**config.mk**
```make
export PLATFORM = sky130hd
export DESIGN_NAME = eight_bit_alu_with_decimal_mode
export DESIGN_NICKNAME = d
export VERILOG_FILES = /design/src/ebalu_pkg.sv /design/src/eight_bit_alu_with_decimal_mode.sv
export SDC_FILE = /design/constraint.sdc
export NUM_CORES = 1
export LEC_CHECK = 0
export ABC_AREA = 1
export BUFFER_PORTS_ARGS = -buffer_cell sky130_fd_sc_hd__buf_2
export CELL_PAD_IN_SITES_DETAIL_PLACEMENT = 1
export CELL_PAD_IN_SITES_GLOBAL_PLACEMENT = 2
export CORE_UTILIZATION = 35
export CTS_BUF_LIST = sky130_fd_sc_hd__clkbuf_8
export DETAILED_ROUTE_END_ITERATION = 8
export GPL_TIMING_DRIVEN = 0
export PLACE_DENSITY_LB_ADDON = 0.1
export RECOVER_POWER = 25
export SETUP_SLACK_MARGIN = 0.5
export SLEW_MARGIN = 10
export SYNTH_ARGS = -nofsm -noshare
export SYNTH_HDL_FRONTEND = slang
export SYNTH_SLANG_ARGS = --single-unit
```
**constraint.sdc**
```tcl
create_clock -name clk -period 5.97 [get_ports clk]
set_clock_uncertainty 0.05 [all_clocks]
set_input_delay 1.194 -clock clk [delete_from_list [all_inputs] [get_ports clk]]
set_output_delay 1.194 -clock clk [all_outputs]
set_load 0.1 [all_outputs]
```
**src/ebalu_pkg.sv**
```systemverilog
`default_nettype none

package ebalu_pkg;

    // operation codes
    typedef enum logic [3:0] {
        OP_ADC = 4'd0,
        OP_AND = 4'd1,
        OP_ASL = 4'd2,
        OP_BIT = 4'd3,
        OP_CMP = 4'd4,
        OP_CPX = 4'd5,
        OP_CPY = 4'd6,
        OP_DEC = 4'd7,
        OP_EOR = 4'd8,
        OP_INC = 4'd9,
        OP_LD  = 4'd10,
        OP_LSR = 4'd11,
        OP_ORA = 4'd12,
        OP_ROL = 4'd13,
        OP_ROR = 4'd14,
        OP_SBC = 4'd15
    } ebalu_op_t;

    // request payload
    typedef struct packed {
        ebalu_op_t  cmd;
        logic [7:0] operand;
        logic [7:0] accumulator;
        logic [7:0] index_x;
        logic [7:0] index_y;
        logic       carry_in;
        logic       decimal_flag;
    } ebalu_req_t;

    // response payload
    typedef struct packed {
        logic [7:0] result;
        logic       carry_out;
        logic       carry_written;
        logic       overflow_out;
        logic       overflow_written;
        logic       zero_out;
        logic       negative_out;
    } ebalu_rsp_t;

    // bcd correction constants
    localparam logic [5:0] BCD_NIB_MAX   = 6'h09;
    localparam logic [5:0] BCD_NIB_FIX   = 6'h06;
    localparam logic [5:0] NIB_LIMIT     = 6'h0f;
    localparam logic [9:0] BCD_BYTE_MAX  = 10'h09f;
    localparam logic [9:0] BCD_BYTE_FIX  = 10'h060;
    localparam logic [9:0] BYTE_LIMIT    = 10'h0ff;
    localparam logic       DEC_EN_RESET  = 1'b1;

endpackage

`default_nettype wire

```
**src/eight_bit_alu_with_decimal_mode.sv**
```systemverilog
`default_nettype none

// Eight-bit ALU with BCD add and subtract.
// Request channel: drive request and pulse start; a transfer happens at a
// rising edge with start high and busy low. busy stays low, so a new
// request may be presented in every cycle.
// Response channel: done is high for exactly one cycle while response holds
// the result; the receiver takes it in that cycle and cannot stall it.
// The accepting edge loads the request register, the next loads the
// response register. Throughput is one operation per cycle, set by the
// single adder/logic stage between those two registers.
// Configuration channel: cfg_valid/cfg_ready/cfg_data write the decimal
// enable bit; cfg_ready is always high. Write it only while no request is
// in flight. With decimal enable at 0, ADC and SBC are always binary.
// Reset (rst_n low, asynchronous) clears the pipeline valid bits, so no
// done pulse follows reset, and sets decimal enable to 1.
module eight_bit_alu_with_decimal_mode
    import ebalu_pkg::*;
(
    input  wire logic       clk,
    input  wire logic       rst_n,
    input  wire logic       start,
    output logic            busy,
    input  wire ebalu_req_t request,
    output logic            done,
    output ebalu_rsp_t      response,
    input  wire logic       cfg_valid,
    output logic            cfg_ready,
    input  wire logic       cfg_data
);

    logic       dec_en_reg;
    logic       req_valid_reg;
    ebalu_req_t req_reg;
    logic       req_dec_reg;
    logic       done_reg;
    ebalu_rsp_t rsp_reg;
    ebalu_rsp_t rsp_next;

    logic [7:0] a;
    logic [7:0] m;
    logic [7:0] addend;
    logic       sub;
    logic [8:0] bin_sum;
    logic       bin_ovf;
    logic [5:0] lo_raw;
    logic [5:0] lo_adj;
    logic       nib_carry;
    logic [9:0] hi_raw;
    logic [9:0] hi_adj;
    logic [7:0] cmp_reg_val;
    logic [8:0] cmp_diff;

    assign busy      = 1'b0;
    assign cfg_ready = 1'b1;
    assign done      = done_reg;
    assign response  = rsp_reg;

    // configuration register
    always_ff @(posedge clk or negedge rst_n)
    begin
        if (!rst_n)
        begin
            dec_en_reg <= DEC_EN_RESET;
        end
        else if (cfg_valid && cfg_ready)
        begin
            dec_en_reg <= cfg_data;
        end
    end

    // request stage valid and response strobe
    always_ff @(posedge clk or negedge rst_n)
    begin
        if (!rst_n)
        begin
            req_valid_reg <= 1'b0;
            done_reg      <= 1'b0;
        end
        else
        begin
            req_valid_reg <= start && !busy;
            done_reg      <= req_valid_reg;
        end
    end

    // request payload capture
    always_ff @(posedge clk)
    begin
        if (start && !busy)
        begin
            req_reg     <= request;
            req_dec_reg <= dec_en_reg && request.decimal_flag;
        end
    end

    // shared adder operands
    assign a      = req_reg.accumulator;
    assign m      = req_reg.operand;
    assign sub    = (req_reg.cmd == OP_SBC);
    assign addend = sub ? ~m : m;

    // binary add with carry
    assign bin_sum = {1'b0, a} + {1'b0, addend} + {8'd0, req_reg.carry_in};
    assign bin_ovf = ~(a[7] ^ addend[7]) & (a[7] ^ bin_sum[7]);

    // bcd low nibble with correction
    assign lo_raw = {2'b00, a[3:0]} + {2'b00, addend[3:0]} + {5'd0, req_reg.carry_in};

    always_comb
    begin
        if (sub)
        begin
            lo_adj    = (lo_raw <= NIB_LIMIT) ? (lo_raw - BCD_NIB_FIX) : lo_raw;
            nib_carry = (lo_raw > NIB_LIMIT);
        end
        else
        begin
            lo_adj    = (lo_raw > BCD_NIB_MAX) ? (lo_raw + BCD_NIB_FIX) : lo_raw;
            nib_carry = (lo_adj > NIB_LIMIT);
        end
    end

    // bcd high part with correction, kept modulo 2^10 (bit 8 is the carry)
    assign hi_raw = {2'b00, a[7:4], 4'h0} + {2'b00, addend[7:4], 4'h0}
                  + {5'd0, nib_carry, 4'h0} + {6'd0, lo_adj[3:0]};

    always_comb
    begin
        if (sub)
        begin
            hi_adj = (hi_raw <= BYTE_LIMIT) ? (hi_raw - BCD_BYTE_FIX) : hi_raw;
        end
        else
        begin
            hi_adj = (hi_raw > BCD_BYTE_MAX) ? (hi_raw + BCD_BYTE_FIX) : hi_raw;
        end
    end

    // compare subtractor
    always_comb
    begin
        unique case (req_reg.cmd)
            OP_CPX:  cmp_reg_val = req_reg.index_x;
            OP_CPY:  cmp_reg_val = req_reg.index_y;
            default: cmp_reg_val = a;
        endcase
    end

    assign cmp_diff = {1'b0, cmp_reg_val} - {1'b0, m};

    // result and flag select
    always_comb
    begin
        rsp_next = '0;
        unique case (req_reg.cmd)
            OP_ADC, OP_SBC:
            begin
                if (req_dec_reg)
                begin
                    rsp_next.result        = hi_adj[7:0];
                    rsp_next.carry_out     = hi_adj[8];
                    rsp_next.carry_written = 1'b1;
                end
                else
                begin
                    rsp_next.result           = bin_sum[7:0];
                    rsp_next.carry_out        = bin_sum[8];
                    rsp_next.carry_written    = 1'b1;
                    rsp_next.overflow_out     = bin_ovf;
                    rsp_next.overflow_written = 1'b1;
                end
            end
            OP_AND: rsp_next.result = a & m;
            OP_ASL:
            begin
                rsp_next.result        = {m[6:0], 1'b0};
                rsp_next.carry_out     = m[7];
                rsp_next.carry_written = 1'b1;
            end
            OP_BIT:
            begin
                rsp_next.result           = a;
                rsp_next.overflow_out     = m[6];
                rsp_next.overflow_written = 1'b1;
            end
            OP_CMP, OP_CPX, OP_CPY:
            begin
                rsp_next.result        = cmp_reg_val;
                rsp_next.carry_out     = ~cmp_diff[8];
                rsp_next.carry_written = 1'b1;
            end
            OP_DEC: rsp_next.result = m - 8'd1;
            OP_EOR: rsp_next.result = a ^ m;
            OP_INC: rsp_next.result = m + 8'd1;
            OP_LD:  rsp_next.result = m;
            OP_LSR:
            begin
                rsp_next.result        = {1'b0, m[7:1]};
                rsp_next.carry_out     = m[0];
                rsp_next.carry_written = 1'b1;
            end
            OP_ORA: rsp_next.result = a | m;
            OP_ROL:
            begin
                rsp_next.result        = {m[6:0], req_reg.carry_in};
                rsp_next.carry_out     = m[7];
                rsp_next.carry_written = 1'b1;
            end
            OP_ROR:
            begin
                rsp_next.result        = {req_reg.carry_in, m[7:1]};
                rsp_next.carry_out     = m[0];
                rsp_next.carry_written = 1'b1;
            end
            default: rsp_next.result = m;
        endcase

        // zero and negative come from the result, except for bit test and compares
        priority if (req_reg.cmd == OP_BIT)
        begin
            rsp_next.zero_out     = ((a & m) == 8'd0);
            rsp_next.negative_out = m[7];
        end
        else if (req_reg.cmd == OP_CMP || req_reg.cmd == OP_CPX || req_reg.cmd == OP_CPY)
        begin
            rsp_next.zero_out     = (cmp_diff[7:0] == 8'd0);
            rsp_next.negative_out = cmp_diff[7];
        end
        else
        begin
            rsp_next.zero_out     = (rsp_next.result == 8'd0);
            rsp_next.negative_out = rsp_next.result[7];
        end
    end

    // response register
    always_ff @(posedge clk)
    begin
        if (req_valid_reg)
        begin
            rsp_reg <= rsp_next;
        end
    end

`ifndef NO_ASSERTIONS
    // every response comes from an earlier transfer, through the request and response registers
    assert property (@(posedge clk) disable iff (!rst_n)
        done |-> $past(start && !busy, 2))
        else $error("response without matching request");

    // a flag that is not written reads as zero
    assert property (@(posedge clk) disable iff (!rst_n)
        done && !response.carry_written |-> !response.carry_out)
        else $error("carry set while not written");

    assert property (@(posedge clk) disable iff (!rst_n)
        done && !response.overflow_written |-> !response.overflow_out)
        else $error("overflow set while not written");

    // overflow is never written by a decimal add or subtract
    assert property (@(posedge clk) disable iff (!rst_n)
        req_valid_reg && req_dec_reg && (req_reg.cmd == OP_ADC || req_reg.cmd == OP_SBC)
        |=> !response.overflow_written)
        else $error("overflow written in decimal mode");

    // configuration transfer lands in the enable register
    assert property (@(posedge clk) disable iff (!rst_n)
        cfg_valid && cfg_ready |=> dec_en_reg == $past(cfg_data))
        else $error("decimal enable write lost");
`endif

endmodule

`default_nettype wire

```
# Word-level counts from Yosys, hierarchy flattened
# Index checks and enable logic that the tools add are counted.
# totals
output_inout_bits,17
ff_bits,55
in_bits,43
wordCells,88
# classes
reduce_logical,11
order_cmp,6
n_bitwise,9
eq_ne,15
n_mux,16
addsub,14
# op_table
cell,n
one-hot mux 8 bit (13 select lines),1
"== test 4 bit, second input constant",8
2-to-1 mux 9 bit,3
zero test 8 bit,3
adder 8 x 8 -> 9 bit,2
"> comparator 6 x 4 -> 1 bit, second input constant",3
"== test 4 x 3 -> 1 bit, second input constant",4
one-hot mux 8 bit (2 select lines),1
adder 10 x 4 -> 10 bit,1
adder 9 x 5 -> 10 bit,1
"> comparator 10 x 8 -> 1 bit, second input constant",1
"<= comparator 10 x 8 -> 1 bit, second input constant",1
2-to-1 mux 10 bit,1
adder 9 x 1 -> 9 bit,1
"adder 9 x 7 -> 9 bit, second input constant",1
subtractor 8 x 8 -> 9 bit,1
"subtractor 9 x 7 -> 9 bit, second input constant",1
"adder 8 x 1 -> 8 bit, second input constant",1
bitwise AND 8 bit,1
"== test 4 x 2 -> 1 bit, second input constant",2
2-to-1 mux 4 bit,2
2-to-1 mux 8 bit,1
inverter 8 bit,1
OR 8 bit,1
21 further kinds,28

# Logic depth before layout (Yosys ltp)
# depth
word_depth,18
ltp_mapped,36
ltp_nobuf,35

# Least setup slack after synthesis
# OpenSTA, ideal clock, no wires.
# synth_timing
path_kind,register to register
from,register req_reg[34] (netlist bit)
to,"register rsp_reg, in the netlist response[1] (data pin)"
setup_ns,0.253
t_arrival_ns,5.053
t_required_ns,5.667
setup_slack_ns,0.614
n_path_buf,1
period_less_slack_ns,5.356
path_stages_with_launch,32
path_cell_list,edfxtp_1 nand2_1 inv_1 nand2_2 buf_1 xor2_1 fa_1 inv_1 fa_1 inv_1 ha_1 nand3b_1 nand3_1 o21ai_0 nor2_1 fa_1 ha_1 fa_1 xor2_1 a21oi_1 nor2_1 nand2_1 nand2_1 nand2_1 nand2_1 nand2_1 nand2_1 nand2_1 nand3_1 nand2_1 nand2_1 nand2_1
# synth_rtl
element,line,text
start: declaration,eight_bit_alu_with_decimal_mode.sv:34,ebalu_req_t req_reg;
start signal: assignment,eight_bit_alu_with_decimal_mode.sv:92,req_reg <= request;
end signal: assignment,eight_bit_alu_with_decimal_mode.sv:242,rsp_reg <= rsp_next;
end: declaration,eight_bit_alu_with_decimal_mode.sv:37,ebalu_rsp_t rsp_reg;

==> summary.md <==
| Metric | Value |
|---|---|
| Number of iterations in the first detailed-routing pass | 5 |
| Clock buffers created by TritonCTS | 5 |
| Share of the yosys chip area belonging to registers | a little over a third |
| GRT Residual Overflow | 0 |
| Post-synth net total | 697 |
| Core area | about 13,000 µm² |
| Fraction of synthesized cell area taken by the top area cell type | between 30% and 40% |
| # diodes | 0 |
| Run status | finished clean |
| Layout net count | 781 |
| DRC violation count after routing | 0 |
| Global-route wire length before repair | about 23,000 µm |
| CTS tree | built |
| Vias per cell | between 5 and 6 |
| Critical path type | flop to flop |
| Most numerous cell on the critical path | nand2_1 |
| Max-capacitance violation count | 0 |
| Placed insts | around 830 |
| Total via count after detailed routing | ~4,400 |
| Maximum fanout count along the critical path | 6 |
| Initial antenna violation count | 0 |
| Element type at the critical path end | flop |
| Total GRT Usage | between 20% and 30% |
| Logic depth of the worst path, buffers included | 32 |
| Starting Density | between 30% and 40% |
| Largest stage delay on the critical path | 470 ps |
| Relative max-transition margin | between 40 and 50% |
| Total number of clock tree sinks | between 50 and 60 |
| CTS Root Cell | clkbuf_8 |
| Register-to-register setup slack | ~810 ps |
| Final hold slack | roughly 550 ps |
| Count of placed standard cells in the final layout, fillers left out | ~860 |
| Primary FF master, synth | edfxtp_1 |
| Share of cells above drive strength 1 | 17.3% |
| Io pins | 60 |
| Aggregate routed wire length | between 10,000 and 15,000 µm |
| Die width | about 120 µm |
| Fillers | 1,609 |
| Weighted congestion at the end of routability-driven global placement | 0.859 |
| Biggest area contributors in the synthesized netlist | edfxtp_1 34%, nand2_1 13%, ha_1 12% |
| Number of distinct standard cells referenced by the synthesized netlist | 37 |
| Post-Syn Instances | ~600 |
| Dominant delay contributor by cell family on the critical path | adder cells |
| P_leak | ~2.6 nW |
| Number of warnings reported in the yosys synthesis log | 0 |
| Die boundary height | between 100 and 150 µm |
| Pins over their slew limit | 0 |
| Clock-pin slew of the registers on the worst-case setup and hold paths | between 100 and 150 ps |
| Maximum number of buffers from clock root to sink | 2 |
| Buffers & Inverters on Critical Path | 5 |
| Worst Setup Start Kind | flop |
| Maximum number of pins on one net before global-route repair | 40 |
| Capture point of the critical path | response[1] |
| Die area | around 14,000 µm² |
| Crit Reg-Reg Startpoint | req_reg[36] |
| Slowest cell on the critical path | fa_2 |
| Placement Rows | 41 |
| Avg Synthesized Cell Area | just under 8 µm² |
| Average wire per cell in the routed design | ~17 µm |
| Power density cells | roughly 270 nW/µm² |
| Worst min path class | flop to flop |
| Initial drt markers | between 100 and 150 |
| Measured slew at the worst slew-check pin | about 860 ps |
| Count of buffers inserted at the top-level ports | between 50 and 60 |
| Shortest clock period the worst path allows after layout | between 5000 and 6000 ps |
| Max Clock Freq | 194 MHz |
| Pwr Total | roughly 0.0015 W |
| Number of flip-flops under the largest register name | 21 |
| Tcrit/Tclk final | 86.4% |
| Share of flip-flops with an asynchronous set or reset after synthesis | between 5 and 6% |
| Antenna viol nets, final | 0 |
| CTS H-tree lvls | 2 |
| Hold Path Depth | 2 |
| Post-Route Utilization | between 40% and 50% |
| Worst-case reg-to-reg path depth | 32 |
| Largest area contributor in the netlist | edfxtp_1 |
| Worst-skew pair later-pin latency | 350 ps |
| Dpl hpwl | about 12,000 µm |
| Post-synthesis sequential element count | 55 |
| Number of global-route vias before repair | roughly 4,500 |
| Cell area after synthesis | between 4000 and 5000 µm² |
| Synth-to-layout area growth | 18.0% |
| Number of hold violations in the final report | 0 |
| Data required time of the worst path | 6010 ps |
| Unrepaired setup endpoints after global routing | false |
| Post-CTS Hold Buffers | 0 |
| Data arrival time of the critical path | 5200 ps |
| Endpoints failing setup | 0 |
| Worst VDD drop | 0.000151 V |
| Crit. Startpoint | req_reg[36] |
| End of the worst register-to-register path | response[1] |
| Number of flops mapped to enable cells by yosys | 52 |
-- worst min-delay path by stage --
| stage | slack, ps | end | start |
|---|---|---|---|
| after floorplan | 540 | req_dec_reg | dec_en_reg |
| after global placement | 560 | dec_en_reg | dec_en_reg |
| after detailed placement | 560 | req_dec_reg | dec_en_reg |
| after CTS | 550 | done | rst_n |
| after global routing | 580 | done | rst_n |
| final | 550 | req_dec_reg | dec_en_reg |
-- Yosys cell counts, types with 2 or more instances --
master       n
nand3_1     69
nand4_1      6
ha_1        44
nand2_4      2
or2_2        4
nor4_1       3
nand3b_1     2
xor2_1      19
dfrtp_1      2
conb_1       2
nand2_1    157
nor2_4       2
o22ai_1      5
buf_4        2
nor2_1      42
o211ai_1     4
inv_2        3
nor3_1       6
inv_1       95
nand2_2      2
o21ai_0     25
edfxtp_1    52
fa_1         8
o2111ai_1    4
a21oi_1     30
-- routing by layer --
layer / vias up / routed length (µm) / GRT usage [%] / part of all wire (%)
li1: 2155 / - / - / -
met1: 2073 / 6470 / 27.1 / 44
met2: 101 / 7290 / 41.4 / 49
met3: 27 / 622 / 3.30 / 4.2
met4: 0 / 464 / 9.45 / 3.1
met5: - / 0 / 0 / 0
-- area by class of cell --
cell class | count | area (µm²) | share of cell area (%)
multi-input cells | 445 | 2680 | 49.0
well taps | 172 | 215 | 3.93
plain buffers | 4 | 46.3 | 0.846
flip-flops and latches | 55 | 1640 | 29.9
inverters | 98 | 373 | 6.81
repair buffers | 77 | 434 | 7.93
clock inverters | 3 | 16.3 | 0.297
clock buffers | 5 | 68.8 | 1.26
-- cell families after synthesis --
logic type	Yosys count	share of synthesized area, %
and+or+nand+nor	295	27.5
buffers and inverters	102	8.57
AOI/OAI and AO/OA	75	9.16
DFF	55	35.3
adders and majority gates	52	15.3
xor gates and xnor gates	20	3.77
other	2	0.162
muxes	1	0.243
-- worst register-to-register path: cells and delay by family (launching register included) --
family / cells / cell delay, ps
adders and majority gates: 6 / 1970
DFF: 1 / 370
buffers and inverters: 5 / 590
xor gates and xnor gates: 2 / 360
and+or+nand+nor: 17 / 1360
AOI/OAI and AO/OA: 2 / 210
-- report_power, final --
group          switching, W  internal [W]
sequential        0.0000309      0.000469
clock              0.000135     0.0000807
combinational      0.000512      0.000253
total              0.000679      0.000803
-- through the flow --
step / setup TNS (ps) / cell area (µm²) / setup slack [ps]
final: 0 / 5480 / 813
after detailed placement: -2270 / 5140 / -608
after global placement: -1940 / 5140 / -530
after floorplan: 0 / 4640 / 614
after CTS: 0 / 5340 / 521
after global routing: 0 / 5480 / 469
-- placed cells by master (no fill, tap or decap), types with 2 or more instances in the layout --
cell and n:
nor4_1 3, o22ai_1 5, nand3_1 69, nand2_1 153, edfxtp_1 52, ha_1 43
clkbuf_8 5, buf_2 56, inv_1 91, xor2_1 17, or2_2 4, nand2_2 5
nor2_4 2, inv_2 7, buf_4 22, a21oi_1 29, nor2_1 41, o2111ai_1 4
xor2_4 2, nand3b_1 2, nor3_1 6, dfrtp_1 2, fa_2 3, conb_1 2
nand4_1 6, o21ai_0 24, fa_1 5, nand2_4 2, o211ai_1 4
-- repair_timing --
item                       4_1_cts  5_1_grt
gates resized for setup         16       13
pin swaps                        2        6
buffers inserted                 7       13
setup endpoints to repair        6        5
No activity file was read; power rests on OpenSTA's default activity.
